### src/rtl/partitioned_posting_table_unit_assert.svh
// Assertion helpers shared by the RTL.
`ifndef PARTITIONED_POSTING_TABLE_UNIT_ASSERT_SVH
`define PARTITIONED_POSTING_TABLE_UNIT_ASSERT_SVH

// Same-cycle implication.
`define PPT_CHECK(name, ante, cons) \
   name: assert property (@(posedge clock) disable iff (reset) (ante) |-> (cons)) \
      else $error("ppt check failed");

// Next-cycle implication.
`define PPT_CHECK_NEXT(name, ante, cons) \
   name: assert property (@(posedge clock) disable iff (reset) (ante) |=> (cons)) \
      else $error("ppt check failed");

`endif

### src/rtl/ppt_pkg.sv
package ppt_pkg;

   localparam int HASH_W     = 32;
   localparam int BIT_CNT_W  = $clog2(HASH_W);
   localparam int HASH_SHIFT = 5;
   localparam logic [HASH_W-1:0] HASH_SEED = 32'd5381;

   localparam int NODE_CNT_W = 9;
   localparam int NODE_ID_W  = 8;
   localparam logic [NODE_CNT_W-1:0] MAX_NODES = 9'd256;

   localparam int BYTE_W    = 8;
   localparam int DOC_W     = 31;
   localparam int FREQ_W    = 16;
   localparam int HFREQ_W   = 32;
   localparam int TOTAL_W   = 5;

   localparam logic CMD_ADD    = 1'b0;
   localparam logic CMD_SEARCH = 1'b1;

   localparam logic CSR_NODE_COUNT = 1'b0;
   localparam logic CSR_NODE_ID    = 1'b1;

   typedef enum logic [3:0] {
      RS_FORWARD,
      RS_FREQ_ADDED,
      RS_APPENDED,
      RS_POST_FULL,
      RS_CREATED,
      RS_TABLE_FULL,
      RS_HIT,
      RS_MISS,
      RS_REMOTE
   } status_type;

   typedef struct packed {
      logic              cmd;
      logic [BYTE_W-1:0] term_byte;
      logic              term_last;
      logic [DOC_W-1:0]  doc_id;
      logic [FREQ_W-1:0] freq;
   } req_word_type;

   typedef struct packed {
      status_type           status;
      logic [NODE_ID_W-1:0] owner;
      logic [TOTAL_W-1:0]   posting_total;
      logic [DOC_W-1:0]     hit_doc;
      logic [HFREQ_W-1:0]   hit_freq;
      logic                 last_result;
   } rsp_word_type;

   typedef struct packed {
      logic                 cmd;
      logic                 is_local;
      logic [NODE_ID_W-1:0] owner;
      logic [DOC_W-1:0]     doc_id;
      logic [FREQ_W-1:0]    freq;
   } job_type;

   typedef enum logic {
      F_ACCEPT,
      F_DIVIDE
   } front_state_type;

   typedef enum logic [3:0] {
      B_IDLE,
      B_ENT_RD,
      B_ENT_CHK,
      B_BYTE_RD,
      B_BYTE_CHK,
      B_FOUND,
      B_POST_RD,
      B_POST_CHK,
      B_APPEND,
      B_NOT_FOUND,
      B_COPY_RD,
      B_COPY_WR,
      B_CREATE,
      B_HIT_RD,
      B_HIT_EMIT,
      B_EMIT
   } back_state_type;

endpackage

### src/rtl/ppt_queue.sv
`include "partitioned_posting_table_unit_assert.svh"

module ppt_queue #(
   parameter int LEN_W = 5
) (
   input  logic             clock,
   input  logic             reset,
   input  logic             tw_en,
   input  logic [LEN_W-1:0] tw_idx,
   input  logic [7:0]       tw_data,
   input  logic             jp_en,
   input  ppt_pkg::job_type jp_job,
   input  logic [LEN_W-1:0] jp_len,
   output logic             q_space,
   output logic             head_valid,
   output ppt_pkg::job_type head_job,
   output logic [LEN_W-1:0] head_len,
   input  logic             pop_job,
   input  logic             tr_en,
   input  logic [LEN_W-1:0] tr_idx,
   output logic [7:0]       tr_data
);
   import ppt_pkg::*;

   localparam int TMEM_D = 2 * (2 ** LEN_W);

   logic [7:0]       term_mem [TMEM_D];
   logic [7:0]       tr_data_ff;
   job_type          job_slot_ff [2];
   logic [LEN_W-1:0] len_slot_ff [2];
   logic             wr_ptr_ff, rd_ptr_ff;
   logic [1:0]       cnt_ff, cnt_in;

   assign q_space    = (cnt_ff != 2'd2);
   assign head_valid = (cnt_ff != 2'd0);
   assign head_job   = job_slot_ff[rd_ptr_ff];
   assign head_len   = len_slot_ff[rd_ptr_ff];
   assign tr_data    = tr_data_ff;

   always_comb begin
      cnt_in = cnt_ff;
      if (jp_en && !pop_job) begin
         cnt_in = cnt_ff + 2'd1;
      end else if (!jp_en && pop_job) begin
         cnt_in = cnt_ff - 2'd1;
      end
   end

   always_ff @(posedge clock) begin
      if (tw_en) begin
         term_mem[{wr_ptr_ff, tw_idx}] <= tw_data;
      end
      if (tr_en) begin
         tr_data_ff <= term_mem[{rd_ptr_ff, tr_idx}];
      end
      if (jp_en) begin
         job_slot_ff[wr_ptr_ff] <= jp_job;
         len_slot_ff[wr_ptr_ff] <= jp_len;
      end
   end

   always_ff @(posedge clock) begin
      if (reset) begin
         wr_ptr_ff <= 1'b0;
         rd_ptr_ff <= 1'b0;
         cnt_ff    <= '0;
      end else begin
         cnt_ff <= cnt_in;
         if (jp_en) begin
            wr_ptr_ff <= !wr_ptr_ff;
         end
         if (pop_job) begin
            rd_ptr_ff <= !rd_ptr_ff;
         end
      end
   end

   `PPT_CHECK(a_push_room, jp_en, cnt_ff != 2'd2)
   `PPT_CHECK(a_pop_held, pop_job, cnt_ff != 2'd0)
   `PPT_CHECK_NEXT(a_push_count, jp_en && !pop_job, cnt_ff == $past(cnt_ff) + 2'd1)

endmodule

### config.mk
export PLATFORM = sky130hd
export DESIGN_NAME = ppt_queue
export DESIGN_NICKNAME = d
export VERILOG_FILES = /design/src/rtl/ppt_pkg.sv /design/src/rtl/ppt_queue.sv
export VERILOG_INCLUDE_DIRS = /design/src /design/src/rtl
export SDC_FILE = /design/constraint.sdc
export NUM_CORES = 1
export LEC_CHECK = 0
export BUFFER_PORTS_ARGS = -buffer_cell sky130_fd_sc_hd__buf_2
export CORE_ASPECT_RATIO = 0.8
export CORE_MARGIN = 5
export CORE_UTILIZATION = 37
export DETAILED_ROUTE_END_ITERATION = 6
export SETUP_SLACK_MARGIN = 0.1
export SLEW_MARGIN = 30
export SYNTH_ARGS = -nofsm -noshare
export SYNTH_HDL_FRONTEND = slang
export SYNTH_SLANG_ARGS = --single-unit
### constraint.sdc
create_clock -name clock -period 4.6 [get_ports clock]
set_clock_uncertainty 0.05 [all_clocks]
set_input_delay 0.46 -clock clock [delete_from_list [all_inputs] [get_ports clock]]
set_output_delay 0.46 -clock clock [all_outputs]
set_load 0.01 [all_outputs]
## Yosys cells after proc, flatten, opt, wreduce, memory -nomap -nowiden

Memories as Yosys holds them, arrays and structs flattened. A register that Yosys moved wholly into a read port is not among the register bits.
Index checks and enable logic that the tools add are counted.

- Shift-type cells: 0
- Reductions and logical operators: 8
- Equality and inequality tests: 1
- Multiply operators: 0
- $add $sub $neg: 2
- Div/mod/pow operators: 0
- Bitwise operators: 0
- $lt $le $gt $ge: 0
- Mux-type cells: 10

Operators with widths:

| cell | count |
|---|---|
| 1-bit 2-to-1 mux | 8 |
| 1-bit logical NOT | 4 |
| 2-bit 2-to-1 mux | 2 |
| 2-bit nonzero test | 2 |
| 2-bit by 1-bit adder with 2-bit output, second input constant | 1 |
| 1-bit logical AND | 2 |
| 2-bit != test, second input constant | 1 |
| 2-bit by 1-bit subtractor with 2-bit output, second input constant | 1 |

- Latch bits: 0
- Bits in read-only memories: 0
- Input port bits: 86
- RAM bits: 636
- Output and inout bits: 72
- Logic and storage cells: 27
- Memories: 3
- Bits in registers: 4

Memories:

| name | depth | bits a word | rd ports | clocked after memory_dff | write ports | line | text |
|---|---|---|---|---|---|---|---|
| term_mem | 64 | 8 | 1 | 1 | 1 | ppt_queue.sv:27 | `logic [7:0] term_mem [TMEM_D];` |
| job_slot_ff | 2 | 57 | 1 | 1 | 1 | ppt_queue.sv:29 | `job_type job_slot_ff [2];` |
| len_slot_ff | 2 | 5 | 1 | 1 | 1 | ppt_queue.sv:30 | `logic [LEN_W-1:0] len_slot_ff [2];` |

## Depth between registers and ports, before layout

- Depth in word-level cells: 4
- Mapped depth: 7
- Mapped depth without buffers: 5

## Worst setup path after synthesis

Ideal clock, no wire load.

- Kind: flip-flop to flip-flop
- Start: register wr_ptr_ff
- End: memory job_slot_ff[0][0] in the netlist's numbering (enable)
- Cell stages (with the launch flop): 3
- Data required time: 4.062 ns
- Clock period less this slack: 3.768 ns
- Arrival time: 3.230 ns
- Slack: 0.832 ns
- Setup time: 0.488 ns
- Path buffers: 1
- Path through: dfxtp_1 -> clkbuf_1 -> nor2b_1

RTL lines:

| element | line | text |
|---|---|---|
| from (decl) | ppt_queue.sv:31 | `logic wr_ptr_ff, rd_ptr_ff;` |
| from (signal assigned) | ppt_queue.sv:70 | `wr_ptr_ff <= !wr_ptr_ff;` |
| to (decl) | ppt_queue.sv:29 |  |

No word-level cell before the write port.

==> metrics.txt <==
status finished, final reports clean; count of final setup violators 0; critical path class flip-flop to primary output; IO Port Bufs 157; MaxCap Viol Count 0; FP Rows 84; fin crit share 0.6045; Cell Area, Placed about 26000 um2; final count of hold timing violations 0; hold crit path type input pin to flip-flop; CTS tree yes; Largest delay share family, worst path flip-flops; fin util 0.4432; WL/cell 24.90 um; Initial Utilization 0.3743; Relative slew margins 0.3412; reg2reg start wr_ptr_ff$_SDFFE_PP0P_; core area 65900 um2; highest metal used met5; setup bufs post-CTS 0; die area 71960 um2; Antenna Nets Post-Route 0; Synth cell types 36; Max stage delay on crit path 730 ps; largest net degree at the start of global routing 65; reg2reg setup slack 2050 ps; routed vias/inst 5.352; wire length on met3 5.377 mm; die height 240.9 um; Startpoint Class flip-flop; H-Tree Depth 3; PwrDens ~430 nW/um2; Overflow after GRT 0; via total after detailed routing around 12k; Mapped Nets 1215; Fillers 5474; Req. time, crit path 4090 ps; TritonCTS Sinks 649; Worst EP arrival 2270 ps; Leak 9.361 nW; Seq pwr share 0.527; hold wc startpoint pop_job; switching power total between 0.002 and 0.003 W; layout cells sized above 1 0.3364; unrepaired setup endpoints after global routing false; Switching Share 0.2209; met2 wire length 25.57 mm; vias in the first global route 12.49k; Syn Std Cell Area between 20000 and 25000 um2; design area between 20000 and 30000 um2; top achievable clock speed 359.6 MHz; Clock Latency Late Sink 610 ps; Final #Nets 1458; register bit total from synthesis 649; hold path depth 3; Clock Power Share 0.410; initial antenna violation count 3; DRT Pass-1 Iters 5; Hold-fix buffers, CTS 63; worst-path maximum fanout 44; DP Wirelength 35.10 mm; PostCTS Resize Cnt 0; Total GRT Usage 0.1558; reg-to-reg endpoint term_mem[35][2]$_DFFE_PP_; area grow syn2layout 18.40%; reg2reg path depth 3; clk buf depth 3; Max VDD drop around 0.31 mV; crit end category primary output; worst-path cell chain buf_4, mux2_2, buf_2; Worst-path clk slew roughly 60 ps; CP bufs+invs 2; Min-Delay Endpoint rd_ptr_ff$_SDFFE_PP0P_; first-pass GRT wire length 82.80 mm; slowest cell on the critical path dfxtp_4; GP Congestion just under 0.8; total CTS buffers 66; clk root buf clkbuf_16; setup TNS 0 ps; initial DRC count about 1.1k; Seq/Total Area, Yosys 0.7881; Total Wirelength 56.95 mm; YS warnings 0; commonest non-fill, non-tap cell in the layout edfxtp_1; logic gate share of total power 0.063; IO Count 158; min cycle time layout 2781 ps; Synth Instances about 1.1k; Worst Tran Pin Value roughly 1000 ps; met1 WL 24.90 mm; P_int 0.009861 W; Slew Limit Fails 0; most frequent cells in the layout edfxtp_1, buf_2, mux4_2; drt drc 0; Die W around 300 um; Syn Area/Cell 21.87 um2
==> per-stage QoR <==
step	total power, W	hold WS (ps)	setup WS (ps)	std cells
after floorplan	0.007198	410.8	831.9	1128
after global placement	0.007538	427.8	1548	2100
after detailed placement	0.007554	456.3	1513	2100
after CTS	0.01277	49.52	1729	2284
after global routing	0.01307	84.49	1690	2285
final	0.01266	83.52	1819	2287
==> cell type report <==
type                       count  area [um2]  share of cell area
clock buffer                  76        1689             0.05784
sequential                   649       19440              0.6657
multi-input combinational    419        4959              0.1698
timing repair buffer         234        1605             0.05497
antenna                        3       7.507           0.0002571
tap                          860        1076             0.03684
inverter                       1       3.754           0.0001285
clock inverter                45       421.7             0.01444
==> cells by family (layout without fill, tap and decap cells) <==
| family | Yosys count | count (layout) | synth area share |
|---|---|---|---|
| mux | 195 | 195 | 0.1472 |
| flops | 649 | 649 | 0.7881 |
| buf+inv | 60 | 356 | 0.01258 |
| simple gates | 124 | 124 | 0.02409 |
| xor+xnor | 4 | 4 | 0.001421 |
| fa+ha+maj | 1 | 1 | 0.0005072 |
| other cells | 0 | 3 | 0 |
| compound gates | 95 | 95 | 0.02612 |
==> worst max path at each step <==
stage                                 startpoint                     endpoint  slack, ps  cells past startpoint
after detailed placement               tr_idx[0]         tr_data[6]$_DFFE_PP_       1510                      6
final                                  flip-flop                 head_job[40]       1820                      3
after global placement                 tr_idx[0]         tr_data[6]$_DFFE_PP_       1550                      6
after global routing                   flip-flop                 head_job[47]       1690                      3
after floorplan           wr_ptr_ff$_SDFFE_PP0P_  job_slot_ff[0][0]$_DFFE_PP_        830                      2
after CTS                              flip-flop                 head_job[50]       1730                      3
==> per-layer routing <==
metal,track usage,vias to the layer above
met5,0,-
met4,0.03778,2
met3,0.04767,83
met2,0.2307,515
met1,0.2289,6420
li1,-,5221
==> worst register-to-register path: cells and delay by family (launching register included) <==
kind             cells  cell delay (ps)
flip-flops           1              780
AND/OR/NAND/NOR      3             1330
==> synth_stat cells (all sizes together) <==
cell,instances,area [um2]
buf,28,188.9
o221ai,10,87.58
nand3,6,30.03
or2,3,18.77
o21ai,6,30.02
nor4bb,1,10.01
or3b,4,35.03
or3,3,18.77
xor2,2,17.52
mux2,62,698.2
a21oi,22,110.1
a22oi,32,240.2
dfxtp,5,100.1
inv,1,3.750
nor2b,10,62.56
o22ai,17,106.4
nor4,3,18.77
mux4,128,2883
ha,1,12.51
nand2,7,26.28
nand4,1,6.260
mux2i,5,50.05
a211o,8,70.07
nor2,70,262.8
xnor2,2,17.52
nand3b,6,45.04
nor3,2,10.01
edfxtp,644,19340
nand2b,5,31.28
clkbuf,31,117.6
and2,3,18.77
==> registers in the layout, summed over array words and instances (netlist names), named ones only <==
register and count:
wr_ptr_ff 1, cnt_ff 2, term_mem 512, job_slot_ff 114, len_slot_ff 10, tr_data 8
rd_ptr_ff 1
==> power groups by stage <==
stage / Combinational [W] / Clock [W] / Sequential, W
after detailed placement: 0.000753 / 0 / 0.00680
after global routing: 0.000847 / 0.00554 / 0.00668
final: 0.000792 / 0.00519 / 0.00667
after floorplan: 0.000430 / 0 / 0.00677
after global placement: 0.000741 / 0 / 0.00680
after CTS: 0.000799 / 0.00530 / 0.00667
No activity file was read; power rests on OpenSTA's default activity.
