## config.mk

```make
export PLATFORM = sky130hd
export DESIGN_NAME = ppt_front
export DESIGN_NICKNAME = d
export VERILOG_FILES = /design/src/rtl/partitioned_posting_table_unit_assert.svh /design/src/rtl/ppt_pkg.sv /design/src/rtl/ppt_front.sv
export SDC_FILE = /design/constraint.sdc
export NUM_CORES = 1
export LEC_CHECK = 0
export ABC_AREA = 1
export BUFFER_PORTS_ARGS = -buffer_cell sky130_fd_sc_hd__buf_4
export CAP_MARGIN = 15
export CORE_MARGIN = 8
export CORE_UTILIZATION = 45
export DETAILED_ROUTE_END_ITERATION = 10
export GPL_TIMING_DRIVEN = 0
export PLACE_DENSITY = 0.79
export REMOVE_ABC_BUFFERS = 1
export SLEW_MARGIN = 20
export SYNTH_ARGS = -nofsm -noshare
export SYNTH_HDL_FRONTEND = slang
export SYNTH_SLANG_ARGS = --single-unit
export TNS_END_PERCENT = 20
```

## constraint.sdc

```tcl
create_clock -name clock -period 3.6 [get_ports clock]
set_input_delay 0.36 -clock clock [delete_from_list [all_inputs] [get_ports clock]]
set_output_delay 0.36 -clock clock [all_outputs]
set_load 0.01 [all_outputs]
```

## src/rtl/partitioned_posting_table_unit_assert.svh

```systemverilog
// Assertion helpers shared by the RTL.
`ifndef PARTITIONED_POSTING_TABLE_UNIT_ASSERT_SVH
`define PARTITIONED_POSTING_TABLE_UNIT_ASSERT_SVH

// Same-cycle implication.
`define PPT_CHECK(name, ante, cons) \
   name: assert property (@(posedge clock) disable iff (reset) (ante) |-> (cons)) \
      else $error("ppt check failed");

// Next-cycle implication.
`define PPT_CHECK_NEXT(name, ante, cons) \
   name: assert property (@(posedge clock) disable iff (reset) (ante) |=> (cons)) \
      else $error("ppt check failed");

`endif

```

## src/rtl/ppt_pkg.sv

```systemverilog
package ppt_pkg;

   localparam int HASH_W     = 32;
   localparam int BIT_CNT_W  = $clog2(HASH_W);
   localparam int HASH_SHIFT = 5;
   localparam logic [HASH_W-1:0] HASH_SEED = 32'd5381;

   localparam int NODE_CNT_W = 9;
   localparam int NODE_ID_W  = 8;
   localparam logic [NODE_CNT_W-1:0] MAX_NODES = 9'd256;

   localparam int BYTE_W    = 8;
   localparam int DOC_W     = 31;
   localparam int FREQ_W    = 16;
   localparam int HFREQ_W   = 32;
   localparam int TOTAL_W   = 5;

   localparam logic CMD_ADD    = 1'b0;
   localparam logic CMD_SEARCH = 1'b1;

   localparam logic CSR_NODE_COUNT = 1'b0;
   localparam logic CSR_NODE_ID    = 1'b1;

   typedef enum logic [3:0] {
      RS_FORWARD,
      RS_FREQ_ADDED,
      RS_APPENDED,
      RS_POST_FULL,
      RS_CREATED,
      RS_TABLE_FULL,
      RS_HIT,
      RS_MISS,
      RS_REMOTE
   } status_type;

   typedef struct packed {
      logic              cmd;
      logic [BYTE_W-1:0] term_byte;
      logic              term_last;
      logic [DOC_W-1:0]  doc_id;
      logic [FREQ_W-1:0] freq;
   } req_word_type;

   typedef struct packed {
      status_type           status;
      logic [NODE_ID_W-1:0] owner;
      logic [TOTAL_W-1:0]   posting_total;
      logic [DOC_W-1:0]     hit_doc;
      logic [HFREQ_W-1:0]   hit_freq;
      logic                 last_result;
   } rsp_word_type;

   typedef struct packed {
      logic                 cmd;
      logic                 is_local;
      logic [NODE_ID_W-1:0] owner;
      logic [DOC_W-1:0]     doc_id;
      logic [FREQ_W-1:0]    freq;
   } job_type;

   typedef enum logic {
      F_ACCEPT,
      F_DIVIDE
   } front_state_type;

   typedef enum logic [3:0] {
      B_IDLE,
      B_ENT_RD,
      B_ENT_CHK,
      B_BYTE_RD,
      B_BYTE_CHK,
      B_FOUND,
      B_POST_RD,
      B_POST_CHK,
      B_APPEND,
      B_NOT_FOUND,
      B_COPY_RD,
      B_COPY_WR,
      B_CREATE,
      B_HIT_RD,
      B_HIT_EMIT,
      B_EMIT
   } back_state_type;

endpackage

```

## src/rtl/ppt_front.sv

```systemverilog
module ppt_front #(
   parameter int TERM_BYTES = 32,
   parameter int LEN_W      = 5
) (
   input  logic                  clock,
   input  logic                  reset,
   input  logic                  push,
   output logic                  full,
   input  ppt_pkg::req_word_type req_word,
   input  logic                  csr_valid,
   output logic                  csr_ready,
   input  logic                  csr_index,
   input  logic [8:0]            csr_wdata,
   input  logic                  q_space,
   output logic                  tw_en,
   output logic [LEN_W-1:0]      tw_idx,
   output logic [7:0]            tw_data,
   output logic                  jp_en,
   output ppt_pkg::job_type      jp_job,
   output logic [LEN_W-1:0]      jp_len
);
   import ppt_pkg::*;

   localparam logic [LEN_W-1:0]     LEN_MAX  = LEN_W'(TERM_BYTES - 1);
   localparam logic [BIT_CNT_W-1:0] BIT_LAST = BIT_CNT_W'(HASH_W - 1);

   front_state_type        state_ff, state_in;
   logic [HASH_W-1:0]      hash_ff, hash_in;
   logic [LEN_W-1:0]       len_ff, len_in;
   logic [BIT_CNT_W-1:0]   bit_ff, bit_in;
   logic [NODE_ID_W-1:0]   rem_ff, rem_in;
   job_type                job_ff, job_in;
   logic [NODE_CNT_W-1:0]  nc_ff;
   logic [NODE_ID_W-1:0]   nid_ff;

   logic                   accept;
   logic [NODE_CNT_W-1:0]  nodes;
   logic [NODE_CNT_W-1:0]  trial;
   logic [NODE_ID_W-1:0]   rem_next;

   assign csr_ready = 1'b1;
   assign full      = !(state_ff == F_ACCEPT && q_space);
   assign accept    = push && !full;
   assign tw_idx    = len_ff;
   assign tw_data   = req_word.term_byte;
   assign jp_len    = len_ff;

   always_comb begin
      if (nc_ff == '0) begin
         nodes = NODE_CNT_W'(1);
      end else if (nc_ff > MAX_NODES) begin
         nodes = MAX_NODES;
      end else begin
         nodes = nc_ff;
      end
      trial = {rem_ff, hash_ff[HASH_W-1]};
      if (trial >= nodes) begin
         rem_next = NODE_ID_W'(trial - nodes);
      end else begin
         rem_next = trial[NODE_ID_W-1:0];
      end
   end

   always_comb begin
      jp_job          = job_ff;
      jp_job.owner    = rem_next;
      jp_job.is_local = (rem_next == nid_ff);
   end

   always_comb begin
      state_in = state_ff;
      case (state_ff)
         F_ACCEPT: begin
            if (accept && req_word.term_last) begin
               state_in = F_DIVIDE;
            end
         end
         F_DIVIDE: begin
            if (bit_ff == BIT_LAST) begin
               state_in = F_ACCEPT;
            end
         end
         default: state_in = F_ACCEPT;
      endcase
   end

   always_comb begin
      hash_in = hash_ff;
      len_in  = len_ff;
      bit_in  = bit_ff;
      rem_in  = rem_ff;
      job_in  = job_ff;
      tw_en   = 1'b0;
      jp_en   = 1'b0;
      case (state_ff)
         F_ACCEPT: begin
            if (accept) begin
               hash_in = (hash_ff << HASH_SHIFT) + hash_ff + HASH_W'(req_word.term_byte);
               if (len_ff < LEN_MAX) begin
                  tw_en  = 1'b1;
                  len_in = len_ff + LEN_W'(1);
               end
               if (req_word.term_last) begin
                  job_in.cmd    = req_word.cmd;
                  job_in.doc_id = req_word.doc_id;
                  job_in.freq   = req_word.freq;
                  bit_in        = '0;
                  rem_in        = '0;
               end
            end
         end
         F_DIVIDE: begin
            hash_in = hash_ff << 1;
            rem_in  = rem_next;
            bit_in  = bit_ff + BIT_CNT_W'(1);
            if (bit_ff == BIT_LAST) begin
               jp_en   = 1'b1;
               hash_in = HASH_SEED;
               len_in  = '0;
            end
         end
         default: begin
            hash_in = HASH_SEED;
         end
      endcase
   end

   always_ff @(posedge clock) begin
      if (reset) begin
         state_ff <= F_ACCEPT;
         hash_ff  <= HASH_SEED;
         len_ff   <= '0;
         bit_ff   <= '0;
         nc_ff    <= NODE_CNT_W'(1);
         nid_ff   <= '0;
      end else begin
         state_ff <= state_in;
         hash_ff  <= hash_in;
         len_ff   <= len_in;
         bit_ff   <= bit_in;
         if (csr_valid && csr_ready) begin
            case (csr_index)
               CSR_NODE_COUNT: nc_ff  <= csr_wdata;
               CSR_NODE_ID:    nid_ff <= csr_wdata[NODE_ID_W-1:0];
               default:        nc_ff  <= nc_ff;
            endcase
         end
      end
   end

   always_ff @(posedge clock) begin
      rem_ff <= rem_in;
      job_ff <= job_in;
   end

endmodule

```

Word level (Yosys, flattened, before mapping)
Index checks and enable logic that the tools add are counted.
Word-level totals
  input port bits: 72
  output and inout port bits: 79
  logic and storage cells: 60
  register bits after elaboration: 116
Cells by class
  muxes and demuxes: 24
  bitwise gates (word level): 2
  order comparisons: 3
  $add $sub $neg: 5
  equality and inequality tests: 6
  reduce and logical (&&, ||, !) cells: 10
Operator list (count)
  $mux W32: 2
  $pmux W32 S2: 1
  $add A32 B32 Y32: 1
  $add A32 B8 Y32: 1
  $mux W5: 5
  $mux W8: 3
  $pmux W5 S2: 2
  $mux W9: 2
  $pmux W8 S2: 1
  $add A5 B1 Y5 const B: 2
  $ge A9 B9 Y1: 1
  $gt A9 B9 Y1 const B: 1
  $logic_not A9 Y1: 1
  $eq A8 B8 Y1: 1
  $sub A8 B8 Y8: 1
  $mux W1: 7
  $reduce_and A2 Y1: 3
  $reduce_and A3 Y1: 2
  $eq A5 B5 Y1 const B: 1
  $lt A5 B5 Y1 const B: 1
  $ne A2 B1 Y1 const B: 2
  $ne A2 B2 Y1 const B: 2
  $logic_and A1 B1 Y1: 3
  $not A1 Y1: 2
  other kinds (2): 2

Longest topological paths before layout
  depth in word-level cells: 6
  mapped depth: 21
  mapped depth without buffers: 21

Worst setup path after synthesis
Ideal clock, no wire load.
  path type: reg2reg
  start point: reg state_ff
  end point: reg rem_ff[0], enable pin
  buffers on the path: 1
  cell stages (with the launch flop): 8
  period minus slack after synthesis: 2.844 ns
  arrival time: 2.515 ns
  setup slack: 0.756 ns
  data required time: 3.271 ns
  setup time: 0.329 ns
  path through: dfxtp_1 buf_2 inv_2 nand2_1 nor2_2 and2_1 nor2_1 inv_1
Between the ends
  word-level cells in the longest chain between the ends: 5
  elaborated cells between the ends (all ways): 6
  classes of those cells: 2 x eq/ne; 1 x bitwise; 3 x reduce/logical
RTL lines
  start: declaration: line ppt_front.sv:27  | front_state_type state_ff, state_in;
  start signal: assignment: line ppt_front.sv:137  | state_ff <= state_in;
  $not A1 Y1 (no line) (*)
  $logic_and A1 B1 Y1: line ppt_front.sv:42  | assign full = !(state_ff == F_ACCEPT && q_space);
  $logic_and A1 B1 Y1: line ppt_front.sv:43  | assign accept = push && !full;
  $ne A2 B2 Y1 (no line)
  $reduce_and A2 Y1 (no line) (*)
  end signal: assignment: line ppt_front.sv:152  | rem_ff <= rem_in;
  end: declaration: line ppt_front.sv:31  | logic [NODE_ID_W-1:0] rem_ff, rem_in;
Mark *: on every way between the ends. The rest lies on a longest branch, timed or not.
A chain may end at the register's enable or synchronous reset.

==> results.rst <==
.. list-table::
   :header-rows: 1

   * - Metric
     - Value
   * - Worst relative slew slack
     - 32.3%
   * - Most used standard cell by instance count after synthesis
     - sky130_fd_sc_hd__nand2_1
   * - Slowest stage cell on the critical path
     - sky130_fd_sc_hd__dfxtp_1
   * - Synthesis Warnings
     - 0
   * - Die Footprint
     - ~0.021 mm^2
   * - Sort of element at the end of the critical path
     - primary output
   * - Total of endpoints with negative setup slack in the final report
     - 0
   * - Post-route clock period utilization
     - 96.4%
   * - Areal power density over the cells
     - roughly 480 mW/mm^2
   * - DRC violations left
     - 0
   * - Iteration-0 DRC count of the detailed router
     - about 570
   * - Wire length of the first global-routing pass
     - between 30000 and 40000 um
   * - Data required time at the worst endpoint
     - 3.24 ns
   * - Antenna cell count
     - 0
   * - Cell type contributing the most total cell area after synthesis
     - sky130_fd_sc_hd__edfxtp_1
   * - Initial antenna violation count
     - 0
   * - Maximum number of pins on one net before global-route repair
     - 51
   * - Sinks on Clock Net
     - ~120
   * - Maximum clock skew at final layout
     - approximately 0.009 ns
   * - Area occupied by multi-input gates
     - ~0.0042 mm^2
   * - Post-synth top flop
     - sky130_fd_sc_hd__dfxtp_1
   * - Cells after synthesis
     - 1016
   * - Register cell area after layout
     - approximately 0.0029 mm^2
   * - Total Routing Usage GR
     - around a fifth
   * - Largest cells by area after synthesis
     - sky130_fd_sc_hd__edfxtp_1 22%, sky130_fd_sc_hd__dfxtp_1 16%, sky130_fd_sc_hd__nand2_1 12%
   * - Min Clock Period, post-route
     - 3.47 ns
   * - CTS Buffer Depth
     - 2
   * - Kind of critical path
     - register to primary output
   * - Clock slew at the register clock pins of the worst setup and hold paths
     - roughly 0.06 ns
   * - Core region area
     - 0.0166 mm^2
   * - Die Y-Extent
     - between 100 and 150 um
   * - Fraction of the yosys area taken by sequential cells
     - about 38%
   * - Clock H-tree levels
     - 4
   * - Unrepaired setup endpoints after global routing
     - yes
   * - Placer's final routability congestion estimate
     - approximately 0.93
   * - Run status
     - completed
   * - Category of the worst setup path launch point
     - register
   * - Signed area change from the synthesized netlist to the final layout
     - 25.5%
   * - Buffering stage count on the worst path with inverters included
     - 3
   * - Min setup slack post-route
     - 0.130 ns
   * - Highest clock frequency the design can meet
     - slightly below 300 MHz
   * - Number of distinct library cell variants in the gate-level netlist after synthesis
     - 42
   * - Clock buffers created by TritonCTS
     - 17
   * - Final Routed Wirelength
     - between 20000 and 25000 um
   * - Measured slew at the worst slew-check pin
     - just over 1 ns
   * - Hold Path End
     - jp_job[24]$_DFFE_PP_
   * - Total number of nets in the final design
     - 1299
   * - Fraction of synthesized cell area taken by the top area cell type
     - 22.0%
   * - Clock Latency Late Sink
     - 0.41 ns
   * - Layout cell share with drive strength beyond 1
     - roughly a fifth
   * - WP data arrival
     - between 3 and 4 ns
   * - Largest stage delay on the critical path
     - 0.32 ns
   * - Number of inserted filler cells in the final layout
     - around 1500
   * - Total overflow reported by the global router
     - 0
   * - Cell depth of the worst hold path
     - 1
   * - Largest delay share family, worst path
     - simple AND/OR/NAND/NOR gates
   * - Count of final max-slew check failures
     - 0
   * - Clock Root Buffer
     - sky130_fd_sc_hd__clkbuf_16
   * - Std-Cell Rows
     - 47
   * - Crit path max fanout
     - 6
   * - Total of buffers placed on input and output ports
     - around 150
   * - Number of search-and-repair iterations in the first detailed-routing pass
     - 5
   * - Count of maximum capacitance violations
     - 0
   * - Leakage Power
     - 4.65 nW
   * - Half-perimeter wire length after placement
     - 16300 um
   * - Cell chain of the critical path
     - nor4_2 -> nand2_1 -> inv_1 -> nor2_1 -> inv_2 -> nand2_1 -> ha_4 -> nand2_2 -> nor2_4 -> nand2_2 -> nand3_2 -> nand3_4 -> nand3_2 -> nand2_2 -> nand2_1 -> nand2_1 -> nor2_1 -> nand2_1 -> nor2_1 -> buf_4
   * - Number of nets still failing antenna checks after routing
     - 0
   * - Vias after detailed routing
     - 7298
   * - CP most frequent cell
     - sky130_fd_sc_hd__nand2_1
   * - Pre-CTS setup slack
     - about 0.017 ns
   * - Number of I/O pins
     - around 150
   * - Detailed-route vias per instance
     - about 5.3
   * - Path class of the lowest-slack min-delay path
     - input port to register
   * - Async SR Flop Fraction
     - 0%
   * - Post-synth top cells
     - 236 x sky130_fd_sc_hd__nand2_1, 121 x sky130_fd_sc_hd__inv_1, 114 x sky130_fd_sc_hd__a21oi_1
   * - Post-route worst hold slack
     - about 0.12 ns
   * - Critical R2R Capture
     - bit_ff[0]$_SDFFE_PP0P_
   * - Total of flip-flops plus latches after synthesis
     - 116
   * - Hold path start
     - req_word[24]
   * - Reg-to-reg setup timing slack
     - around 0.2 ns
   * - Syn Std Cell Area
     - approximately 0.0076 mm^2
   * - Starting density of the core
     - a little under half
   * - Via count of the first global-routing pass
     - 7074
   * - Clock tree from TritonCTS
     - built
   * - Worst R2R Path Depth
     - 9
   * - Worst flop-to-flop path startpoint
     - state_ff$_SDFF_PP0_
   * - Number of enable-type register cells in the synthesized netlist
     - 56
   * - Hold Fails Final Rpt
     - 0
   * - WL/cell
     - 15.9 um
   * - Die W
     - 146 um
   * - Maximum ir drop on the vdd rail
     - 0.000320 V
   * - Mean area per synthesized cell
     - 7.51 um^2
-- worst max-delay path by stage --
stage                                startpoint  slack (ns)  cells past startpoint                      end
after global routing        state_ff$_SDFF_PP0_       -0.12                      9   bit_ff[0]$_SDFFE_PP0P_
after detailed placement  nc_ff[4]$_SDFFE_PP0P_        0.02                     21               jp_job[55]
after CTS                 nc_ff[7]$_SDFFE_PP0P_       0.002                     21               jp_job[55]
after floorplan             state_ff$_SDFF_PP0_        0.40                      6  rem_ff[0]$_SDFFCE_PN0P_
after global placement      state_ff$_SDFF_PP0_       -0.81                      6  rem_ff[6]$_SDFFCE_PN0P_
final                     nc_ff[4]$_SDFFE_PP0P_        0.13                     20               jp_job[55]
-- routing by layer --
layer  wire, um  vias to the layer above  track usage (%)  share of wire [%]
met3       1260                       37             3.62                5.7
met4        399                        0             6.29                1.8
met1       9110                     3383             23.3                 41
met5          0                        -                0                  0
met2      11300                      219             35.8                 51
li1           -                     3659                -                  -
-- placed cells by master, fill, tap and decap left out, types with 17 or more instances in the layout --
cell / count
sky130_fd_sc_hd__nand2_1: 228
sky130_fd_sc_hd__buf_4: 150
sky130_fd_sc_hd__inv_1: 117
sky130_fd_sc_hd__a21oi_1: 112
sky130_fd_sc_hd__nor2_1: 93
sky130_fd_sc_hd__o21ai_0: 77
sky130_fd_sc_hd__ha_1: 67
sky130_fd_sc_hd__nand3_1: 63
sky130_fd_sc_hd__dfxtp_1: 60
sky130_fd_sc_hd__edfxtp_1: 56
sky130_fd_sc_hd__clkbuf_16: 17
-- cell type report --
type,instances,share of cell area [%]
Multi-Input combinational cell,740,44.1
Sequential cell,116,30.1
Timing Repair Buffer,151,12.0
Inverter,125,4.94
Clock buffer,17,4.44
Tap cell,220,2.87
Clock inverter,15,1.54
Timing Repair inverter,1,0.0784
-- state kept, by name, indices dropped and copies added (netlist names) --
register / count
bit_ff: 5
hash_ff: 32
jp_job: 48
jp_len: 5
nc_ff: 9
nid_ff: 8
rem_ff: 8
state_ff: 1
-- cell families (layout without fill, tap and decap cells) --
family | count (synthesis) | in the layout | share of synthesized area [%]
simple gates | 449 | 452 | 25.6
compound gates | 203 | 203 | 13.7
buf+inv | 163 | 309 | 9.06
flops | 116 | 116 | 37.8
fa+ha+maj | 75 | 75 | 12.8
xor+xnor | 9 | 9 | 1.03
other cells | 1 | 1 | 0.0491
-- metrics by stage --
| stage | total power, W | std cells | utilization (%) | TNS [ns] | instance area (um^2) |
|---|---|---|---|---|---|
| after floorplan | 0.00251 | 978 | - | 0 | 7410 |
| after global placement | 0.00291 | 1347 | 53.1 | -22.22 | 8800 |
| after detailed placement | 0.00294 | 1347 | 53.2 | 0 | 8820 |
| after CTS | 0.00459 | 1381 | 57.1 | 0 | 9470 |
| after global routing | 0.00488 | 1385 | 57.8 | -0.850 | 9580 |
| final | 0.00462 | 1385 | 57.8 | 0 | 9580 |
-- report_power, final --
group          total, W  switching, W  internal [W]  leakage, nW
combinational   0.00144      0.000890      0.000555         3.36
sequential      0.00156     0.0000879       0.00147         1.01
clock           0.00162      0.000650      0.000966        0.278
-- what timing repair did --
action / CTS / global route
resized for setup: 9 / 19
setup buffers: 2 / 0
pin swaps: 2 / 4
hold buffers: 0 / 0
cloned: 0 / 4
endpoints found under the setup margin: 7 / 30
No activity file was read; power rests on OpenSTA's default activity.
